$ cat config.mk
export PLATFORM = sky130hd
export DESIGN_NAME = dpd_fifo
export DESIGN_NICKNAME = d
export VERILOG_FILES = /design/src/sv/dpd_pkg.sv /design/src/sv/dpd_fifo.sv
export SDC_FILE = /design/constraint.sdc
export NUM_CORES = 1
export LEC_CHECK = 0
export ABC_AREA = 1
export BUFFER_PORTS_ARGS = -buffer_cell sky130_fd_sc_hd__buf_2
export CAP_MARGIN = 15
export CORE_MARGIN = 1.5
export CORE_UTILIZATION = 56
export CTS_CLUSTER_SIZE = 8
export DETAILED_ROUTE_END_ITERATION = 8
export HOLD_SLACK_MARGIN = 0.15
export PLACE_DENSITY_LB_ADDON = 0.08
export RECOVER_POWER = 50
export SLEW_MARGIN = 40
export SYNTH_ARGS = -nofsm -noshare
export SYNTH_HDL_FRONTEND = slang
export SYNTH_SLANG_ARGS = --single-unit
$ cat constraint.sdc
create_clock -name clk -period 12.9 [get_ports clk]
set_input_delay 1.29 -clock clk [delete_from_list [all_inputs] [get_ports clk]]
set_output_delay 1.29 -clock clk [all_outputs]
set_load 0.005 [all_outputs]
$ cat src/sv/dpd_pkg.sv
package dpd_pkg;

  // Default geometry and queue sizing.
  localparam int COORD_BITS  = 12;
  localparam int STRIDE_BITS = 8;
  localparam int QUEUE_DEPTH = 2;

  // Configuration port.
  localparam int CFG_INDEX_W = 8;
  localparam logic [CFG_INDEX_W-1:0] REG_FRAME_WIDTH     = 8'd0;
  localparam logic [CFG_INDEX_W-1:0] REG_FRAME_HEIGHT    = 8'd1;
  localparam logic [CFG_INDEX_W-1:0] REG_SAMPLING_FORMAT = 8'd2;
  localparam logic [CFG_INDEX_W-1:0] REG_PRINCIPAL_POINT = 8'd3;
  localparam logic [CFG_INDEX_W-1:0] REG_INVERSE_FOCAL   = 8'd4;
  localparam logic [CFG_INDEX_W-1:0] REG_TRANSFORM_X     = 8'd5;
  localparam logic [CFG_INDEX_W-1:0] REG_TRANSFORM_Y     = 8'd6;
  localparam logic [CFG_INDEX_W-1:0] REG_TRANSFORM_Z     = 8'd7;

  // Bit positions inside sampling_and_format.
  localparam int FMT_F32    = 8;
  localparam int FMT_BIG    = 9;
  localparam int FMT_COLOUR = 10;
  localparam int FMT_BGR    = 11;
  localparam int FMT_XFORM  = 12;

  // Millimetre to 2^-32 m conversion: floor((2^29*mm + 62) / 125) is
  // RECIP_Q*mm + floor((37*mm + 62) * RECIP_M / 2^29).
  localparam logic [22:0] RECIP_Q = 23'd4294967;
  localparam logic [22:0] RECIP_M = 23'd4294968;

  // Translation term: floor((2^26*|t| + 62) / 125) is
  // TRANS_Q*|t| + floor((TRANS_R*|t| + 62) * RECIP_M / 2^29).
  localparam int TV_W = 35;
  localparam logic [19:0] TRANS_Q = 20'd536870;
  localparam logic [6:0]  TRANS_R = 7'd114;

  localparam logic [47:0] ZF_MAX    = 48'hFFFF_FFFF_FFFF;
  localparam logic [24:0] COUNT_MAX = 25'h1FF_FFFF;

  // Registers seen by the front part.
  typedef struct packed {
    logic [12:0] frame_width;
    logic [12:0] frame_height;
    logic [12:0] fmt;
    logic [23:0] cx;
    logic [23:0] cy;
  } dpd_front_cfg_t;

  // Registers seen by the back part.
  typedef struct packed {
    logic               xform;
    logic [23:0]        inv_fx;
    logic [23:0]        inv_fy;
    logic [63:0]        row_x;
    logic [63:0]        row_y;
    logic [63:0]        row_z;
    logic signed [35:0] tv_x;
    logic signed [35:0] tv_y;
    logic signed [35:0] tv_z;
  } dpd_back_cfg_t;

  // One classified pixel travelling from front to back.
  typedef struct packed {
    logic               have;
    logic               fend;
    logic               f32;
    logic [31:0]        depth;
    logic signed [24:0] dx;
    logic signed [24:0] dy;
    logic [23:0]        rgb;
    logic [24:0]        count;
  } dpd_entry_t;

  // Clamp a wide signed value to the int32 range.
  function automatic logic signed [31:0] sat32(input logic signed [47:0] v);
    logic signed [31:0] r;
    if (v > 48'sh0000_7FFF_FFFF) begin
      r = 32'sh7FFF_FFFF;
    end else if (v < -48'sh0000_8000_0000) begin
      r = -32'sh8000_0000;
    end else begin
      r = v[31:0];
    end
    return r;
  endfunction

endpackage

$ cat src/sv/dpd_fifo.sv
module dpd_fifo #(
  parameter int DEPTH = dpd_pkg::QUEUE_DEPTH
) (
  input  logic                clk,
  input  logic                rst,
  input  logic                push,
  input  dpd_pkg::dpd_entry_t push_data,
  output logic                ready,
  input  logic                pop,
  output logic                valid,
  output dpd_pkg::dpd_entry_t data
);

  localparam int AW = $clog2(DEPTH);
  localparam int CW = $clog2(DEPTH + 1);

  dpd_pkg::dpd_entry_t mem [DEPTH];
  logic [AW-1:0] wr_ptr;
  logic [AW-1:0] rd_ptr;
  logic [CW-1:0] count;

  assign ready = count != CW'(DEPTH);
  assign valid = count != '0;
  assign data  = mem[rd_ptr];

  // Storage is written at the tail only.
  always_ff @(posedge clk) begin
    if (push) begin
      mem[wr_ptr] <= push_data;
    end
  end

  // Pointers and fill level.
  always_ff @(posedge clk) begin
    if (rst) begin
      wr_ptr <= '0;
      rd_ptr <= '0;
      count  <= '0;
    end else begin
      if (push) begin
        wr_ptr <= (wr_ptr == AW'(DEPTH - 1)) ? '0 : wr_ptr + 1'b1;
      end
      if (pop) begin
        rd_ptr <= (rd_ptr == AW'(DEPTH - 1)) ? '0 : rd_ptr + 1'b1;
      end
      if (push && !pop) begin
        count <= count + 1'b1;
      end else if (pop && !push) begin
        count <= count - 1'b1;
      end
    end
  end

endmodule

# Yosys cells after proc, flatten, opt, wreduce, memory -nomap -nowiden
# Memory sizes are Yosys's and may differ from the RTL's. A register that Yosys moved wholly into a read port is not among the register bits.
# Cells that the tools add are included.
totals:
  mem_bits_ro: 0
  ff_bits: 4
  latch_bits: 0
  wordCells: 23
  memories: 1
  ramBits: 268
op_classes:
  magnitude_cmp: 0
  shift: 0
  n_addsub: 4
  n_eq_ne: 1
  reduce_logical: 6
  n_bitwise: 0
  mux: 8
  div_mod_pow: 0
  mul: 0
memory_table:
  columns: ["name", "depth", "width", "read_ports", "rd_ports_with_merged_regs", "wr", "line", "source"]
  rows:
  - ["mem", 2, 134, 1, 1, 1, "dpd_fifo.sv:17", "dpd_pkg::dpd_entry_t mem [DEPTH];"]
op_table:
  columns: ["operator", "count"]
  rows:
  - ["2-to-1 mux 1 bit", 6]
  - ["2-to-1 mux 2 bit", 2]
  - ["nonzero test 2 bit", 2]
  - ["adder 1 bit (second input constant)", 2]
  - ["adder 2 x 1 -> 2 bit (second input constant)", 1]
  - ["logical AND 1 bit", 2]
  - ["logical NOT 1 bit", 2]
  - ["inequality test 2 bit (second input constant)", 1]
  - ["subtractor 2 x 1 -> 2 bit (second input constant)", 1]

# Logic depth before layout (Yosys ltp)
logic_depth:
  ltp_word: 4
  ltp_mapped: 8

# Least setup slack after synthesis
# OpenSTA, ideal clock, no wires.
synth_timing:
  kind: "input -> register"
  startpoint: "input push"
  endpoint: "memory mem[0][0] (netlist name) (enable)"
  t_arrival_ps: 6934
  cell_stages: 2
  path_slack_ps: 5333
  required_ps: 12267
  setup_ps: 633
  cell_sequence: "inv_1 > nor2_1"
synth_via:
  elab_chain_len: 2
synth_rtl:
  columns: ["element", "line", "source"]
  rows:
  - ["from (decl)", "dpd_fifo.sv:6", "input logic push,"]
  - ["2-to-1 mux 1 bit", "dpd_fifo.sv:28", "if (push) begin"]
  - ["2-to-1 mux 1 bit (not written as such)", "dpd_fifo.sv:29", "mem[wr_ptr] <= push_data;"]
  - ["to (decl)", "dpd_fifo.sv:17", null]
# No other way between the ends.

# Final worst setup path
layout_timing:
  startpoint: "input push"
  endpoint: "memory mem[1][109] (netlist name) (enable)"
# The elaborated chain is that of the path after synthesis.

==> flow_summary.ini <==
[outcome]
outcome = finished, violations left
violations = max-capacitance violations, max-slew violations

[sta]
tns_ns = 0
slew_headroom_pct = -144
period_minus_slack_ns = 5.54
hold_viol = 0
rsz0062_at_grt = false
drv_slew = 143
setup_violations = 0
skew_ns = 0.00901
timing.final.crit_share_pct = 43.0
fin_ws_ns = 7.36
tightest_slew_ns = 3.65
max_freq_ghz = 0.180

[clocking]
cts_hold_buf = 0
clkTransAtPathRegs_ns = 0.05
cts_buffers = 40
root_buffer = clkbuf_16
ctsResizeCount = 0
tritoncts = built
clock-sinks = 273
post_cts_buffers = 0
clk_latency_ns = 0.50
cts.path.max_buffers = 3
htreeDepth = 2

[placed_design]
hpwl_mm = 12.6
dp.cells = 942
place_congestion = 0.804
postPlaceCellArea_um2 = 11700
numPortBuffers = 273
pre_cts_ws_ns = 8.79

[drt]
avgRoutedWirePerCell_um = 19.3
drc = 0
dr.first_iter.drc_count = 254
wirelength_mm = 19.2
vias = 5180
drtAntennaViolNets = 0
dr.pass1.iters = 4
vias_per_cell = 5.21

[worst_setup_path]
cp_max_fo = 80
start_kind = input pin
crit_required_ns = 13.04
crit_path_top_delay_cell = clkinvlp_2
cp_top_family = buffers and inverters
cp-end-kind = flip-flop
slowest_delay_ns = 2.70
worst-setup-path-type = in2reg
cp.buffers_inverters = 3
arrival_ns = 5.68
worstPathCellList = clkbuf_1, nand2_1, clkinvlp_2, buf_4

[global_routing]
antenna_found_initial = 2
grt_pass1_vias = 5268
grt.overflow.total = 0
grt_pass1_wl_mm = 27.8
grt_max_degree = 81
grtUsageTotal_pct = 19.8

[floorplanning]
fp-row-count = 49
die_w_um = 138
die_area_um2 = 18900
num_io_pins = 274
initial_core_util_pct = 56.8
core_area_um2 = 17800
die_y_um = 138

[yosys]
yosys_warnings = 0
ys_seq_area_share_pct = 80.4
netlist_area_um2 = 10100
syn_avg_cell_area_um2 = 22.5
syn_nets = 589
netlist_instances = 450
yosysUniqueCellTypes = 16
synth-seq-cells = 273

[cells_and_area]
stdcell_area_um2 = 12700
syn_to_final_growth_pct = 25.5
nNetsFinal = 894
final_util_pct = 71.3
fin_cells = 995
drive_gt1_share_pct = 51.5

[power_and_ir_drop]
peakVddDrop_uv = 162
p_clk_share_pct = 42.0
switching_share_pct = 20.3
p_seq_share_pct = 49.4
p_switching_uw = 431
p_int_uw = 1700
powerDensity_nw_per_um2 = 167
p_leak_uw = 0.00481
power_frac_comb_pct = 8.7

[min_path]
hp-class = reg2reg

[run]
cap_viol_max_count = 2
## kinds of logic (layout without fill, tap and decap cells)
kind of cell               count (synthesis)  in the layout  synth area share (%)
xor gates and xnor gates                   1              1                0.0864
adders and majority gates                  1              1                 0.123
DFF                                      273            273                  80.4
other                                      0              1                     0
muxes                                    134            134                  17.1
buffers and inverters                     24            339                  1.57
and+or+nand+nor                           15             15                 0.605
AOI/OAI and AO/OA                          2              2                0.0987
## sequential cells by signal (all words and copies together), names as in the netlist, named ones only
name    cells
mem       268
count       2
wr_ptr      1
rd_ptr      1
## cell usage after synthesis
cell	n	share of area [%]
edfxtp_1	268	79
mux2_2	74	8.2
mux2_4	60	8.9
inv_1	9	0.33
buf_6	8	0.89
buf_2	7	0.35
nand2_1	7	0.26
dfxtp_1	5	0.99
nor2_1	5	0.19
a21oi_1	1	0.049
ha_1	1	0.12
nand3_1	1	0.049
nand4_1	1	0.062
nor3_1	1	0.049
o21ai_0	1	0.049
xnor2_1	1	0.086
## cell usage in the layout, fill, tap and decap left out, drive strengths merged
master      n
buf       214
edfxtp    268
inv        10
nand3       1
clkinvlp    1
xnor2       1
o21ai       1
nand4       1
ha          1
mux2      134
nor2        5
dfxtp       5
nor3        1
clkinv      1
nand2       7
diode       1
a21oi       1
clkbuf    113
## final cells by class
type                       instances  area (µm²)
timing repair buffer             278        1330
multi-input combinational        153        1830
clock inverter                     3        26.3
fill                            1143        5130
clock buffer                      49        1060
sequential                       273        8150
antenna                            1        2.50
inverter                           9        35.0
tap                              229         287
## through the flow
step | hold slack, ns | power, µW
4_1_cts | 0.540 | 2150
3_5_place_dp | 0.518 | 1250
3_3_place_gp | 0.494 | 1250
5_1_grt | 0.569 | 2210
6_report | 0.536 | 2130
2_1_floorplan | 0.480 | 1170
## worst min-delay path: cells and delay by family (launching register included)
kind	cells	cell delay, ns
simple gates	1	0.08
xor+xnor	1	0.09
flops	1	0.33
## power by group through the flow
| stage | combinational [µW] | clock (µW) | sequential (µW) |
|---|---|---|---|
| 6_report | 185 | 893 | 1050 |
| 5_1_grt | 201 | 951 | 1050 |
| 4_1_cts | 191 | 911 | 1050 |
| 3_5_place_dp | 190 | 0 | 1060 |
| 3_3_place_gp | 183 | 0 | 1060 |
| 2_1_floorplan | 112 | 0 | 1060 |
## layer usage
layer / wire length (µm) / vias to the layer above / track usage (%)
li1: - / 2376 / -
met1: 7110 / 2526 / 23.6
met2: 9560 / 231 / 32.3
met3: 1920 / 45 / 7.95
met4: 555 / 2 / 8.01
met5: 13 / - / 0
## worst paths after layout
check              start          end  slack [ns]  cells past startpoint
setup / recovery    push  mem[1][109]        7.36                      4
hold / removal    rd_ptr    flip-flop        0.54                      2
setup reg to reg  wr_ptr  mem[1][109]        7.99                      3
hold reg to reg   rd_ptr    flip-flop        0.54                      2
(Power assumes the default switching activity.)
