<file path="src/sv/dpd_pkg.sv">
package dpd_pkg;

  // Default geometry and queue sizing.
  localparam int COORD_BITS  = 12;
  localparam int STRIDE_BITS = 8;
  localparam int QUEUE_DEPTH = 2;

  // Configuration port.
  localparam int CFG_INDEX_W = 8;
  localparam logic [CFG_INDEX_W-1:0] REG_FRAME_WIDTH     = 8'd0;
  localparam logic [CFG_INDEX_W-1:0] REG_FRAME_HEIGHT    = 8'd1;
  localparam logic [CFG_INDEX_W-1:0] REG_SAMPLING_FORMAT = 8'd2;
  localparam logic [CFG_INDEX_W-1:0] REG_PRINCIPAL_POINT = 8'd3;
  localparam logic [CFG_INDEX_W-1:0] REG_INVERSE_FOCAL   = 8'd4;
  localparam logic [CFG_INDEX_W-1:0] REG_TRANSFORM_X     = 8'd5;
  localparam logic [CFG_INDEX_W-1:0] REG_TRANSFORM_Y     = 8'd6;
  localparam logic [CFG_INDEX_W-1:0] REG_TRANSFORM_Z     = 8'd7;

  // Bit positions inside sampling_and_format.
  localparam int FMT_F32    = 8;
  localparam int FMT_BIG    = 9;
  localparam int FMT_COLOUR = 10;
  localparam int FMT_BGR    = 11;
  localparam int FMT_XFORM  = 12;

  // Millimetre to 2^-32 m conversion: floor((2^29*mm + 62) / 125) is
  // RECIP_Q*mm + floor((37*mm + 62) * RECIP_M / 2^29).
  localparam logic [22:0] RECIP_Q = 23'd4294967;
  localparam logic [22:0] RECIP_M = 23'd4294968;

  // Translation term: floor((2^26*|t| + 62) / 125) is
  // TRANS_Q*|t| + floor((TRANS_R*|t| + 62) * RECIP_M / 2^29).
  localparam int TV_W = 35;
  localparam logic [19:0] TRANS_Q = 20'd536870;
  localparam logic [6:0]  TRANS_R = 7'd114;

  localparam logic [47:0] ZF_MAX    = 48'hFFFF_FFFF_FFFF;
  localparam logic [24:0] COUNT_MAX = 25'h1FF_FFFF;

  // Registers seen by the front part.
  typedef struct packed {
    logic [12:0] frame_width;
    logic [12:0] frame_height;
    logic [12:0] fmt;
    logic [23:0] cx;
    logic [23:0] cy;
  } dpd_front_cfg_t;

  // Registers seen by the back part.
  typedef struct packed {
    logic               xform;
    logic [23:0]        inv_fx;
    logic [23:0]        inv_fy;
    logic [63:0]        row_x;
    logic [63:0]        row_y;
    logic [63:0]        row_z;
    logic signed [35:0] tv_x;
    logic signed [35:0] tv_y;
    logic signed [35:0] tv_z;
  } dpd_back_cfg_t;

  // One classified pixel travelling from front to back.
  typedef struct packed {
    logic               have;
    logic               fend;
    logic               f32;
    logic [31:0]        depth;
    logic signed [24:0] dx;
    logic signed [24:0] dy;
    logic [23:0]        rgb;
    logic [24:0]        count;
  } dpd_entry_t;

  // Clamp a wide signed value to the int32 range.
  function automatic logic signed [31:0] sat32(input logic signed [47:0] v);
    logic signed [31:0] r;
    if (v > 48'sh0000_7FFF_FFFF) begin
      r = 32'sh7FFF_FFFF;
    end else if (v < -48'sh0000_8000_0000) begin
      r = -32'sh8000_0000;
    end else begin
      r = v[31:0];
    end
    return r;
  endfunction

endpackage

</file>
<file path="src/sv/dpd_tdiv.sv">
module dpd_tdiv (
  input  logic                         clk,
  input  logic                         rst,
  input  logic                         start,
  input  logic [15:0]                  magnitude,
  output logic                         busy,
  output logic                         done,
  output logic [dpd_pkg::TV_W-1:0]     quotient
);

  logic        stage1;
  logic        stage2;
  logic [35:0] base;
  logic [21:0] rem_term;
  logic [44:0] frac_prod;

  // Remainder part of the quotient by reciprocal multiplication.
  assign frac_prod = 45'(rem_term) * 45'(dpd_pkg::RECIP_M);

  assign busy = stage1 || stage2;
  assign done = stage2;

  // Two-stage pipeline flags.
  always_ff @(posedge clk) begin
    if (rst) begin
      stage1 <= 1'b0;
      stage2 <= 1'b0;
    end else begin
      stage1 <= start;
      stage2 <= stage1;
    end
  end

  // First stage splits the dividend, second stage forms the quotient.
  always_ff @(posedge clk) begin
    if (start) begin
      base     <= 36'(magnitude) * 36'(dpd_pkg::TRANS_Q);
      rem_term <= 22'(magnitude) * 22'(dpd_pkg::TRANS_R) + 22'd62;
    end
    if (stage1) begin
      quotient <= dpd_pkg::TV_W'(base + 36'(frac_prod[44:29]));
    end
  end

endmodule

</file>
<file path="config.mk">
export PLATFORM = sky130hd
export DESIGN_NAME = dpd_tdiv
export DESIGN_NICKNAME = d
export VERILOG_FILES = /design/src/sv/dpd_pkg.sv /design/src/sv/dpd_tdiv.sv
export SDC_FILE = /design/constraint.sdc
export NUM_CORES = 1
export LEC_CHECK = 0
export BUFFER_PORTS_ARGS = -buffer_cell sky130_fd_sc_hd__buf_2
export CAP_MARGIN = 20
export CORE_MARGIN = 5
export CORE_UTILIZATION = 41
export DETAILED_ROUTE_END_ITERATION = 8
export GPL_TIMING_DRIVEN = 0
export MAX_ROUTING_LAYER = met4
export PLACE_DENSITY = 0.69
export SLEW_MARGIN = 40
export SYNTH_ARGS = -nofsm -noshare
export SYNTH_HDL_FRONTEND = slang
export SYNTH_SLANG_ARGS = --single-unit
</file>
<file path="constraint.sdc">
create_clock -name clk -period 17.5 [get_ports clk]
set_clock_uncertainty 0.1 [all_clocks]
set_input_delay 1.75 -clock clk [delete_from_list [all_inputs] [get_ports clk]]
set_output_delay 1.75 -clock clk [all_outputs]
set_load 0.01 [all_outputs]
</file>
* After elaboration in Yosys (flattened, before gate mapping) *
Index checks and enable logic that the tools add are counted.

word-level totals
  register bits = 93
  output and inout port bits = 37

operators by class
  add/subtract/negate cells = 2
  reductions and logical operators = 1
  multiply operators = 3

operators by type and width
  cell                                                                   number
  22-bit by 20-bit multiplier with 42-bit output, second input constant  1
  35-bit by 16-bit adder with 35-bit output                              1
  16-bit by 19-bit multiplier with 34-bit output, second input constant  1
  22-bit by 6-bit adder with 22-bit output, second input constant        1
  16-bit by 6-bit multiplier with 21-bit output, second input constant   1
  1-bit logical OR                                                       1

* Depth between registers and ports, before layout *
Gate-level depths: netlist of the first run.

  word-level depth = 2
  mapped depth = 30
  mapped depth without buffers = 30

* Least setup slack after synthesis of the first run *
No wires, ideal clock.

  path kind = reg-to-reg
  from = register rem_term[3]
  to = register quotient[27] (netlist bit) (data pin)
  data required time = 17142 ps
  arrival time = 7043 ps
  clock period less this slack = 7401 ps
  path slack = 10099 ps
  setup time = 258 ps
  cell stages (with the launch flop) = 30
  cells stage by stage = edfxtp_1 > ha_1 > ha_1 > inv_1 > fa_1 > inv_1 > ha_1 > fa_1 > inv_1 > fa_1 > fa_1 > inv_1 > ha_1 > a21oi_1 > a21boi_1 > a2111oi_0 > o21ai_1 > o31ai_2 > o21ai_1 > a31oi_1 > xnor2_1 > ha_1 > o21a_1 > o21ai_0 > nand2b_1 > a41oi_1 > o21a_1 > a21oi_1 > nand4_1 > xnor2_1

on the way
  word-level cells in the longest chain between the ends = 2

RTL lines
  what                                            line            RTL
  from (decl)                                     dpd_tdiv.sv:14  logic [21:0] rem_term;
  from (signal assigned)                          dpd_tdiv.sv:38  rem_term <= 22'(magnitude) * 22'(dpd_pkg::TRANS_R) + 22'd62;
  22-bit by 20-bit multiplier with 42-bit output  dpd_tdiv.sv:18  assign frac_prod = 45'(rem_term) * 45'(dpd_pkg::RECIP_M);
  35-bit by 16-bit adder with 35-bit output       dpd_tdiv.sv:41  quotient <= dpd_pkg::TV_W'(base + 36'(frac_prod[44:29]));
  to (signal assigned)                            dpd_tdiv.sv:41
  to (decl)                                       dpd_tdiv.sv:8   output logic [dpd_pkg::TV_W-1:0] quotient

Every way passes these cells.
A chain may end at the register's enable or synchronous reset.

* Worst setup path after layout of the first run *
  from = register rem_term[3]
  to = register quotient[32] (netlist bit) (data pin)

Same word-level chain as after synthesis.

==> impl_metrics.xml, run 1 <==
<?xml version="1.0" encoding="UTF-8"?>
<metrics>
  <group name="outcome">
    <metric name="run_status" unit="">completed</metric>
  </group>
  <group name="clocking">
    <metric name="cts_num_sinks" unit="">92</metric>
    <metric name="insertion_delay" unit="ns">0.36</metric>
    <metric name="cts.reportedPaths.clkPinSlew" unit="ns">0.07</metric>
    <metric name="ctsHtreeMaxLevel" unit="">3</metric>
    <metric name="tritoncts" unit="">built</metric>
    <metric name="numCtsBuffers" unit="">9</metric>
    <metric name="postCtsSetupBuffers" unit="">0</metric>
    <metric name="postCtsResizedCells" unit="">0</metric>
    <metric name="root_buffer" unit="">sky130_fd_sc_hd__clkbuf_16</metric>
    <metric name="clock_tree.buffer_depth" unit="">2</metric>
    <metric name="post_cts_hold_buffer_count" unit="">0</metric>
  </group>
  <group name="drt">
    <metric name="wl_per_cell" unit="um">15.3</metric>
    <metric name="residual_drc" unit="">0</metric>
    <metric name="via_count_of_the_routed_design" unit="">10500</metric>
    <metric name="detail_route.wirelength" unit="um">31800</metric>
    <metric name="dr.pass1.iters" unit="">5</metric>
    <metric name="ant_nets" unit="">0</metric>
    <metric name="avgViaCountPerCell" unit="">5.05</metric>
    <metric name="detail_route.iter0.violations" unit="">431</metric>
  </group>
  <group name="synth">
    <metric name="async_reset_ff_share" unit="%">0</metric>
    <metric name="syn_avg_cell_area" unit="um^2">10.3</metric>
    <metric name="mappedNetlistNets" unit="">2046</metric>
    <metric name="synthesis.area" unit="mm^2">0.0154</metric>
    <metric name="synth_warnings" unit="">0</metric>
    <metric name="synthCells" unit="">1496</metric>
    <metric name="primary_flip_flop_cell_chosen_by_synthesis_mapping" unit="">sky130_fd_sc_hd__edfxtp_1</metric>
    <metric name="synth_edf_count" unit="">90</metric>
    <metric name="synth_seq_cells" unit="">92</metric>
    <metric name="synth.yosys.seq_area_share" unit="%">17.8</metric>
    <metric name="synth_cell_type_count" unit="">76</metric>
  </group>
  <group name="worst_setup_path">
    <metric name="worst_ep_arrival_time" unit="ns">8.53</metric>
    <metric name="r2r.worst_path.cells" unit="">28</metric>
    <metric name="worst_path_largest_cell_delay" unit="ns">0.58</metric>
    <metric name="critPathKind" unit="">register to register</metric>
    <metric name="crit_path_start" unit="">rem_term[3]$_DFFE_PP_</metric>
    <metric name="r2r_setup_slack" unit="ns">8.98</metric>
    <metric name="slowest_stage" unit="">sky130_fd_sc_hd__edfxtp_1</metric>
    <metric name="worst_setup_path_end_kind" unit="">register</metric>
    <metric name="start_kind" unit="">register</metric>
    <metric name="crit-reg2reg-launch" unit="">rem_term[3]$_DFFE_PP_</metric>
    <metric name="cp_data_required_time" unit="ns">17.52</metric>
    <metric name="r2r_end" unit="">quotient[32]$_DFFE_PP_</metric>
    <metric name="timing.critical_path.fanout_max" unit="">10</metric>
  </group>
  <group name="min_path">
    <metric name="min_delay_worst_endpoint" unit="">quotient[34]$_DFFE_PP_</metric>
    <metric name="worstHoldPathCells" unit="">1</metric>
    <metric name="hold_start" unit="">base[34]$_DFFE_PP_</metric>
    <metric name="worst_hold_path_type" unit="">register to register</metric>
  </group>
  <group name="grt">
    <metric name="grt_antenna_before_repair" unit="">1</metric>
    <metric name="grt_max_degree" unit="">57</metric>
    <metric name="grt_util_met3" unit="%">2.92</metric>
    <metric name="grt_remaining_overflow" unit="">0</metric>
    <metric name="grt_first_pass_wirelength" unit="um">53900</metric>
    <metric name="global_route.usage.met2" unit="%">26.6</metric>
    <metric name="grt.met1_usage" unit="%">21.3</metric>
    <metric name="first_global_vias" unit="">11100</metric>
    <metric name="globalRouteTotalUtil" unit="%">16.4</metric>
    <metric name="grt-busiest-layer" unit="">met2</metric>
  </group>
  <group name="cells_and_area">
    <metric name="mostFrequentLayoutCell" unit="">sky130_fd_sc_hd__ha_1</metric>
    <metric name="finalNetCount" unit="">2113</metric>
    <metric name="area_growth_syn_to_layout" unit="%">8.31</metric>
    <metric name="layout-drive-gt1-share" unit="%">6.12</metric>
    <metric name="fillCellCount" unit="">3482</metric>
    <metric name="mostFrequentLayoutCells" unit="">364 x sky130_fd_sc_hd__ha_1, 347 x sky130_fd_sc_hd__inv_1, 167 x sky130_fd_sc_hd__fa_1</metric>
  </group>
  <group name="floorplan">
    <metric name="die_span_in_y" unit="um">204</metric>
    <metric name="core_region_area" unit="mm^2">0.0374</metric>
    <metric name="boundary_pins" unit="">56</metric>
    <metric name="starting_utilization_of_the_core_area" unit="%">41.2</metric>
    <metric name="die-area" unit="mm^2">0.0416</metric>
    <metric name="floorplan.die.width" unit="um">204</metric>
    <metric name="core.rowCount" unit="">71</metric>
  </group>
  <group name="placement">
    <metric name="place_hpwl" unit="um">27200</metric>
    <metric name="io_buf_count" unit="">55</metric>
    <metric name="routabilityCongestion" unit="">0.900</metric>
  </group>
  <group name="sta">
    <metric name="min_period" unit="ns">8.52</metric>
    <metric name="timing.slew.headroom" unit="%">48.8</metric>
    <metric name="fin_setup_tns" unit="ns">0</metric>
    <metric name="slew_violations" unit="">0</metric>
    <metric name="period_share" unit="%">48.7</metric>
    <metric name="setup_violations" unit="">0</metric>
    <metric name="timing_hold_violations_final" unit="">0</metric>
    <metric name="setup_repair_after_global_routing_missed_its_margin" unit="">false</metric>
    <metric name="worstMarginPinSlew" unit="ns">0.768</metric>
    <metric name="maxClockFrequency" unit="GHz">0.117</metric>
  </group>
  <group name="job">
    <metric name="cap_violations" unit="">0</metric>
  </group>
</metrics>
-- synth_stat cells, types with 3 or more instances --
| master | number | area, um^2 |
|---|---|---|
| sky130_fd_sc_hd__edfxtp_1 | 90 | 2700 |
| sky130_fd_sc_hd__and4_1 | 6 | 52.6 |
| sky130_fd_sc_hd__a21o_1 | 29 | 218 |
| sky130_fd_sc_hd__a31oi_1 | 7 | 43.8 |
| sky130_fd_sc_hd__and3_1 | 11 | 68.8 |
| sky130_fd_sc_hd__o21ai_1 | 4 | 20.0 |
| sky130_fd_sc_hd__nor2_1 | 40 | 150 |
| sky130_fd_sc_hd__and2_1 | 4 | 25.0 |
| sky130_fd_sc_hd__inv_1 | 347 | 1300 |
| sky130_fd_sc_hd__xnor2_1 | 65 | 569 |
| sky130_fd_sc_hd__nor4_1 | 3 | 18.8 |
| sky130_fd_sc_hd__o21bai_1 | 3 | 22.5 |
| sky130_fd_sc_hd__a21oi_1 | 62 | 310 |
| sky130_fd_sc_hd__o31ai_1 | 4 | 30.0 |
| sky130_fd_sc_hd__fa_1 | 167 | 3340 |
| sky130_fd_sc_hd__nand4_1 | 14 | 87.6 |
| sky130_fd_sc_hd__nor2b_1 | 11 | 68.8 |
| sky130_fd_sc_hd__o2111ai_1 | 3 | 26.3 |
| sky130_fd_sc_hd__nor3b_1 | 4 | 30.0 |
| sky130_fd_sc_hd__o221ai_1 | 3 | 26.3 |
| sky130_fd_sc_hd__a2111oi_0 | 3 | 26.3 |
| sky130_fd_sc_hd__o21ai_0 | 35 | 175 |
| sky130_fd_sc_hd__o211ai_1 | 3 | 22.5 |
| sky130_fd_sc_hd__nand3_1 | 22 | 110 |
| sky130_fd_sc_hd__nand2b_1 | 6 | 37.5 |
| sky130_fd_sc_hd__or2_2 | 4 | 25.0 |
| sky130_fd_sc_hd__nor3_1 | 16 | 80.1 |
| sky130_fd_sc_hd__a211o_1 | 3 | 26.3 |
| sky130_fd_sc_hd__ha_1 | 364 | 4550 |
| sky130_fd_sc_hd__or3_1 | 4 | 25.0 |
| sky130_fd_sc_hd__o21a_1 | 12 | 90.1 |
| sky130_fd_sc_hd__xor2_1 | 31 | 272 |
| sky130_fd_sc_hd__nand2_1 | 46 | 173 |
| sky130_fd_sc_hd__a211oi_1 | 8 | 60.1 |
| sky130_fd_sc_hd__clkbuf_1 | 7 | 26.3 |
| sky130_fd_sc_hd__a21boi_0 | 4 | 30.0 |
-- worst max path at each step --
stage                        endpoint  slack, ns  cells past startpoint
5_1_grt        quotient[30]$_DFFE_PP_       8.44                     28
6_report       quotient[32]$_DFFE_PP_       8.98                     28
4_1_cts        quotient[32]$_DFFE_PP_       8.91                     28
2_1_floorplan  quotient[27]$_DFFE_PP_      10.10                     29
3_3_place_gp   quotient[27]$_DFFE_PP_       8.86                     28
3_5_place_dp   quotient[32]$_DFFE_PP_       8.90                     28
-- layer usage --
layer | part of all wire (%) | vias to the layer above
met5 | 0 | -
met4 | 2.6 | 0
met1 | 46 | 5078
met3 | 3.8 | 55
met2 | 47 | 173
li1 | - | 5189
-- flip-flops by register name, indices dropped and copies added, names as in the netlist --
register / count
base: 34
done: 1
quotient: 35
rem_term: 21
stage1: 1
-- per-stage QoR --
| step | utilization [%] | setup WS [ns] | hold WS [ns] | area (um^2) | instances |
|---|---|---|---|---|---|
| 2_1_floorplan | - | 10.10 | 0.426 | 15400 | 1496 |
| 3_3_place_gp | 43.7 | 8.86 | 0.435 | 16300 | 2062 |
| 3_5_place_dp | 43.8 | 8.90 | 0.439 | 16400 | 2063 |
| 4_1_cts | 44.7 | 8.91 | 0.455 | 16700 | 2079 |
| 5_1_grt | 44.7 | 8.44 | 0.491 | 16700 | 2080 |
| 6_report | 44.7 | 8.98 | 0.455 | 16700 | 2080 |
-- cell families (layout without fill, tap and decap cells) --
group / count (synthesis) / after routing / synth area share (%)
adders and majority gates: 531 / 531 / 51.2
xor gates and xnor gates: 97 / 97 / 5.60
buffers and inverters: 354 / 426 / 8.62
muxes: 1 / 1 / 0.0649
DFF: 92 / 92 / 17.8
and+or+nand+nor: 205 / 205 / 7.01
other: 0 / 1 / 0
AOI/OAI and AO/OA: 216 / 216 / 9.73
-- worst max-delay path: cells and delay by family (launching register included) --
family / cells / cell delay [ns]
buffers and inverters: 5 / 0.27
AND/OR/NAND/NOR: 1 / 0.24
AO/OA/AOI/OAI: 11 / 3.29
XOR/XNOR: 2 / 0.22
flip-flops: 1 / 0.58
adder cells (fa/ha/maj): 9 / 3.56
-- cell type report --
cell class,instances,area (um^2),area share (%)
clock inverter,6,93.8,0.562
clock buffer,10,229,1.37
buffer,7,26.3,0.157
multi-input combinational,1050,11400,68.0
timing repair buffer,56,305,1.83
tap,511,639,3.83
inverter,347,1300,7.80
sequential,92,2740,16.4
antenna,1,2.50,0.0150
Power of run 1 is left out: the tool's default activity adds up to more than one toggle a clock period on the data nets, which glitch-free logic cannot reach.
==> run 2, diff against run 1 <==
Settings changed: ABC_AREA set to 1.
Clock period 17.5 ns to 8.2 ns, I/O delays scaled along.
==> impl_metrics.xml, run 2 <==
<?xml version="1.0" encoding="UTF-8"?>
<metrics>
  <group name="outcome">
    <metric name="run_status" unit="">completed</metric>
  </group>
  <group name="synth">
    <metric name="synth_seq_cells" unit="">92</metric>
    <metric name="yosys.area.top_type_share" unit="%">26.5</metric>
    <metric name="syn_avg_cell_area" unit="um^2">8.34</metric>
    <metric name="synth_cell_type_count" unit="">38</metric>
    <metric name="synth_edf_count" unit="">90</metric>
    <metric name="mappedNetlistNets" unit="">2612</metric>
    <metric name="primary_flip_flop_cell_chosen_by_synthesis_mapping" unit="">sky130_fd_sc_hd__edfxtp_1</metric>
    <metric name="synthesis.area" unit="mm^2">0.0172</metric>
    <metric name="synth-adder-area-share" unit="%">45.9</metric>
    <metric name="synth_warnings" unit="">0</metric>
    <metric name="synth.yosys.seq_area_share" unit="%">15.9</metric>
    <metric name="async_reset_ff_share" unit="%">0</metric>
    <metric name="synth_xor_xnor_area_share" unit="%">4.17</metric>
    <metric name="synth_simple_gate_area_share" unit="%">16.1</metric>
    <metric name="synth_area_leader_cell" unit="">sky130_fd_sc_hd__ha_1</metric>
    <metric name="synthCells" unit="">2062</metric>
    <metric name="yosys-mux-area-fraction" unit="%">0</metric>
    <metric name="synth_top_family_by_area" unit="">adder cells</metric>
    <metric name="netlist_top_cells_area" unit="">sky130_fd_sc_hd__ha_1 26%, sky130_fd_sc_hd__fa_1 19%, sky130_fd_sc_hd__edfxtp_1 16%</metric>
    <metric name="synth_commonest_cells" unit="">481 x sky130_fd_sc_hd__inv_1, 364 x sky130_fd_sc_hd__ha_1, 346 x sky130_fd_sc_hd__nand2_1, 167 x sky130_fd_sc_hd__fa_1, 143 x sky130_fd_sc_hd__nor2_1</metric>
    <metric name="synth_compound_area_share" unit="%">7.22</metric>
    <metric name="yosysMostFrequentCell" unit="">sky130_fd_sc_hd__inv_1</metric>
  </group>
  <group name="clocking">
    <metric name="cts_num_sinks" unit="">92</metric>
    <metric name="clock_tree.buffer_depth" unit="">2</metric>
    <metric name="insertion_delay" unit="ns">0.35</metric>
    <metric name="numCtsBuffers" unit="">9</metric>
    <metric name="root_buffer" unit="">sky130_fd_sc_hd__clkbuf_16</metric>
    <metric name="postCtsResizedCells" unit="">0</metric>
    <metric name="cts.reportedPaths.clkPinSlew" unit="ns">0.08</metric>
    <metric name="post_cts_hold_buffer_count" unit="">0</metric>
    <metric name="postCtsSetupBuffers" unit="">0</metric>
    <metric name="ctsHtreeMaxLevel" unit="">3</metric>
    <metric name="tritoncts" unit="">built</metric>
  </group>
  <group name="grt">
    <metric name="grt_remaining_overflow" unit="">0</metric>
    <metric name="grt_max_degree" unit="">57</metric>
    <metric name="first_global_vias" unit="">14300</metric>
    <metric name="grt_first_pass_wirelength" unit="um">72000</metric>
    <metric name="grt_antenna_before_repair" unit="">1</metric>
    <metric name="globalRouteTotalUtil" unit="%">19.7</metric>
  </group>
  <group name="sta">
    <metric name="setup_repair_after_global_routing_missed_its_margin" unit="">false</metric>
    <metric name="min_period" unit="ns">7.73</metric>
    <metric name="timing_hold_violations_final" unit="">0</metric>
    <metric name="setup_violations" unit="">0</metric>
    <metric name="slew_violations" unit="">0</metric>
    <metric name="maxClockFrequency" unit="GHz">0.129</metric>
    <metric name="fin_setup_tns" unit="ns">0</metric>
    <metric name="worstMarginPinSlew" unit="ns">0.687</metric>
    <metric name="fin_ws" unit="ns">0.472</metric>
    <metric name="timing.slew.headroom" unit="%">54.2</metric>
    <metric name="period_share" unit="%">94.2</metric>
  </group>
  <group name="worst_setup_path">
    <metric name="timing.critical_path.fanout_max" unit="">6</metric>
    <metric name="crit_path_start" unit="">rem_term[4]$_DFFE_PP_</metric>
    <metric name="start_kind" unit="">register</metric>
    <metric name="crit-reg2reg-launch" unit="">rem_term[4]$_DFFE_PP_</metric>
    <metric name="worst_ep_arrival_time" unit="ns">7.74</metric>
    <metric name="worst_path_largest_cell_delay" unit="ns">0.55</metric>
    <metric name="critPathKind" unit="">register to register</metric>
    <metric name="critical-path-top-cell-by-count" unit="">sky130_fd_sc_hd__fa_1</metric>
    <metric name="timing.critical_path.max_delay_family" unit="">adder cells</metric>
    <metric name="r2r_setup_slack" unit="ns">0.47</metric>
    <metric name="slowest_stage" unit="">sky130_fd_sc_hd__edfxtp_1</metric>
    <metric name="crit_path_buffers_inverters" unit="">4</metric>
    <metric name="worst_setup_path_end_kind" unit="">register</metric>
    <metric name="cp_data_required_time" unit="ns">8.21</metric>
  </group>
  <group name="cells_and_area">
    <metric name="biggestRegsByFlops" unit="">quotient: 35 flops, base: 34 flops, rem_term: 21 flops</metric>
    <metric name="largest_register" unit="">quotient</metric>
    <metric name="finish.utilization" unit="%">44.3</metric>
    <metric name="mostFrequentLayoutCell" unit="">sky130_fd_sc_hd__inv_1</metric>
    <metric name="fillCellCount" unit="">4098</metric>
    <metric name="register_area" unit="mm^2">0.00274</metric>
    <metric name="mostFrequentLayoutCells" unit="">481 x sky130_fd_sc_hd__inv_1, 364 x sky130_fd_sc_hd__ha_1, 346 x sky130_fd_sc_hd__nand2_1</metric>
    <metric name="multi_input_combinational_cell_area" unit="mm^2">0.0126</metric>
    <metric name="layout-drive-gt1-share" unit="%">4.97</metric>
    <metric name="area_growth_syn_to_layout" unit="%">7.60</metric>
    <metric name="largest_reg_flops" unit="">35</metric>
    <metric name="finalNetCount" unit="">2679</metric>
  </group>
  <group name="floorplan">
    <metric name="floorplan.die.width" unit="um">215</metric>
    <metric name="die-area" unit="mm^2">0.0462</metric>
    <metric name="boundary_pins" unit="">56</metric>
    <metric name="core.rowCount" unit="">75</metric>
    <metric name="core_region_area" unit="mm^2">0.0418</metric>
    <metric name="die_span_in_y" unit="um">215</metric>
    <metric name="starting_utilization_of_the_core_area" unit="%">41.2</metric>
  </group>
  <group name="placement">
    <metric name="io_buf_count" unit="">55</metric>
    <metric name="dp_worst_setup_slack" unit="ns">0.425</metric>
    <metric name="place_hpwl" unit="um">38600</metric>
    <metric name="routabilityCongestion" unit="">0.956</metric>
  </group>
  <group name="drt">
    <metric name="residual_drc" unit="">0</metric>
    <metric name="detail_route.wirelength" unit="um">43500</metric>
    <metric name="dr.pass1.iters" unit="">5</metric>
    <metric name="detail_route.iter0.violations" unit="">724</metric>
    <metric name="wl_per_cell" unit="um">16.3</metric>
    <metric name="ant_nets" unit="">0</metric>
    <metric name="via_count_of_the_routed_design" unit="">13500</metric>
    <metric name="avgViaCountPerCell" unit="">5.04</metric>
  </group>
  <group name="min_path">
    <metric name="hold_start" unit="">base[1]$_DFFE_PP_</metric>
    <metric name="worst_hold_path_type" unit="">register to register</metric>
  </group>
  <group name="job">
    <metric name="cap_violations" unit="">0</metric>
  </group>
</metrics>
run 2: cell count changes in the layout (fill, tap and decap cells not counted), sizes merged, moves of 8 or more:
cell    delta
nand2    +312
inv      +141
nor2     +109
nand3     +55
a21oi     +49
xnor2     -45
xor2      +31
o21ai     +18
a21o      -13
nor2b     -12
a211oi    -10
and3       -8
clkbuf     -8
run 2: layer usage:
layer | share of wire, % | GRT usage (%)
met2 | 47 | 32.6
met3 | 3.9 | 1.60
met1 | 47 | 26.7
met5 | 0 | -
met4 | 2.2 | 4.32
run 2: stage by stage:
step / instances / hold WS (ns) / cell area, um^2
floorplan: 2062 / 0.426 / 17200
global placement: 2656 / 0.445 / 18200
detailed placement: 2657 / 0.442 / 18200
CTS: 2673 / 0.456 / 18500
global route: 2674 / 0.469 / 18500
finish: 2674 / 0.461 / 18500
run 2: final timing paths:
check | end | cells after the start
worst max-delay path | quotient[25]$_DFFE_PP_ | 29
worst min-delay path | quotient[1]$_DFFE_PP_ | 1
worst max register to register | quotient[25]$_DFFE_PP_ | 29
worst min register to register | quotient[1]$_DFFE_PP_ | 1
run 2: worst register-to-register path: cells and delay by family, from the launching register on:
kind                     cells  cell delay, ns
AND/OR/NAND/NOR              9            1.08
buffers and inverters        4            0.21
flip-flops                   1            0.55
XOR/XNOR                     2            0.49
AO/OA/AOI/OAI                4            0.97
adder cells (fa/ha/maj)     10            4.09
run 2: kinds of logic (layout without fill, tap and decap cells):
group,Yosys count,count (layout)
flip-flops,92,92
buffers and inverters,489,561
AO/OA/AOI/OAI,223,223
other,0,1
XOR/XNOR,82,82
AND/OR/NAND/NOR,645,645
adder cells (fa/ha/maj),531,531
run 2: final cells by class:
| type | instances | share of cell area, % |
|---|---|---|
| flip-flops and latches | 92 | 14.8 |
| diodes | 1 | 0.0135 |
| well taps | 539 | 3.64 |
| multi-input cells | 1481 | 68.2 |
| clock inverters | 7 | 0.500 |
| inverters | 489 | 9.92 |
| clock buffers | 9 | 1.22 |
| repair buffers | 56 | 1.65 |
Power of run 2 is left out for the same reason.
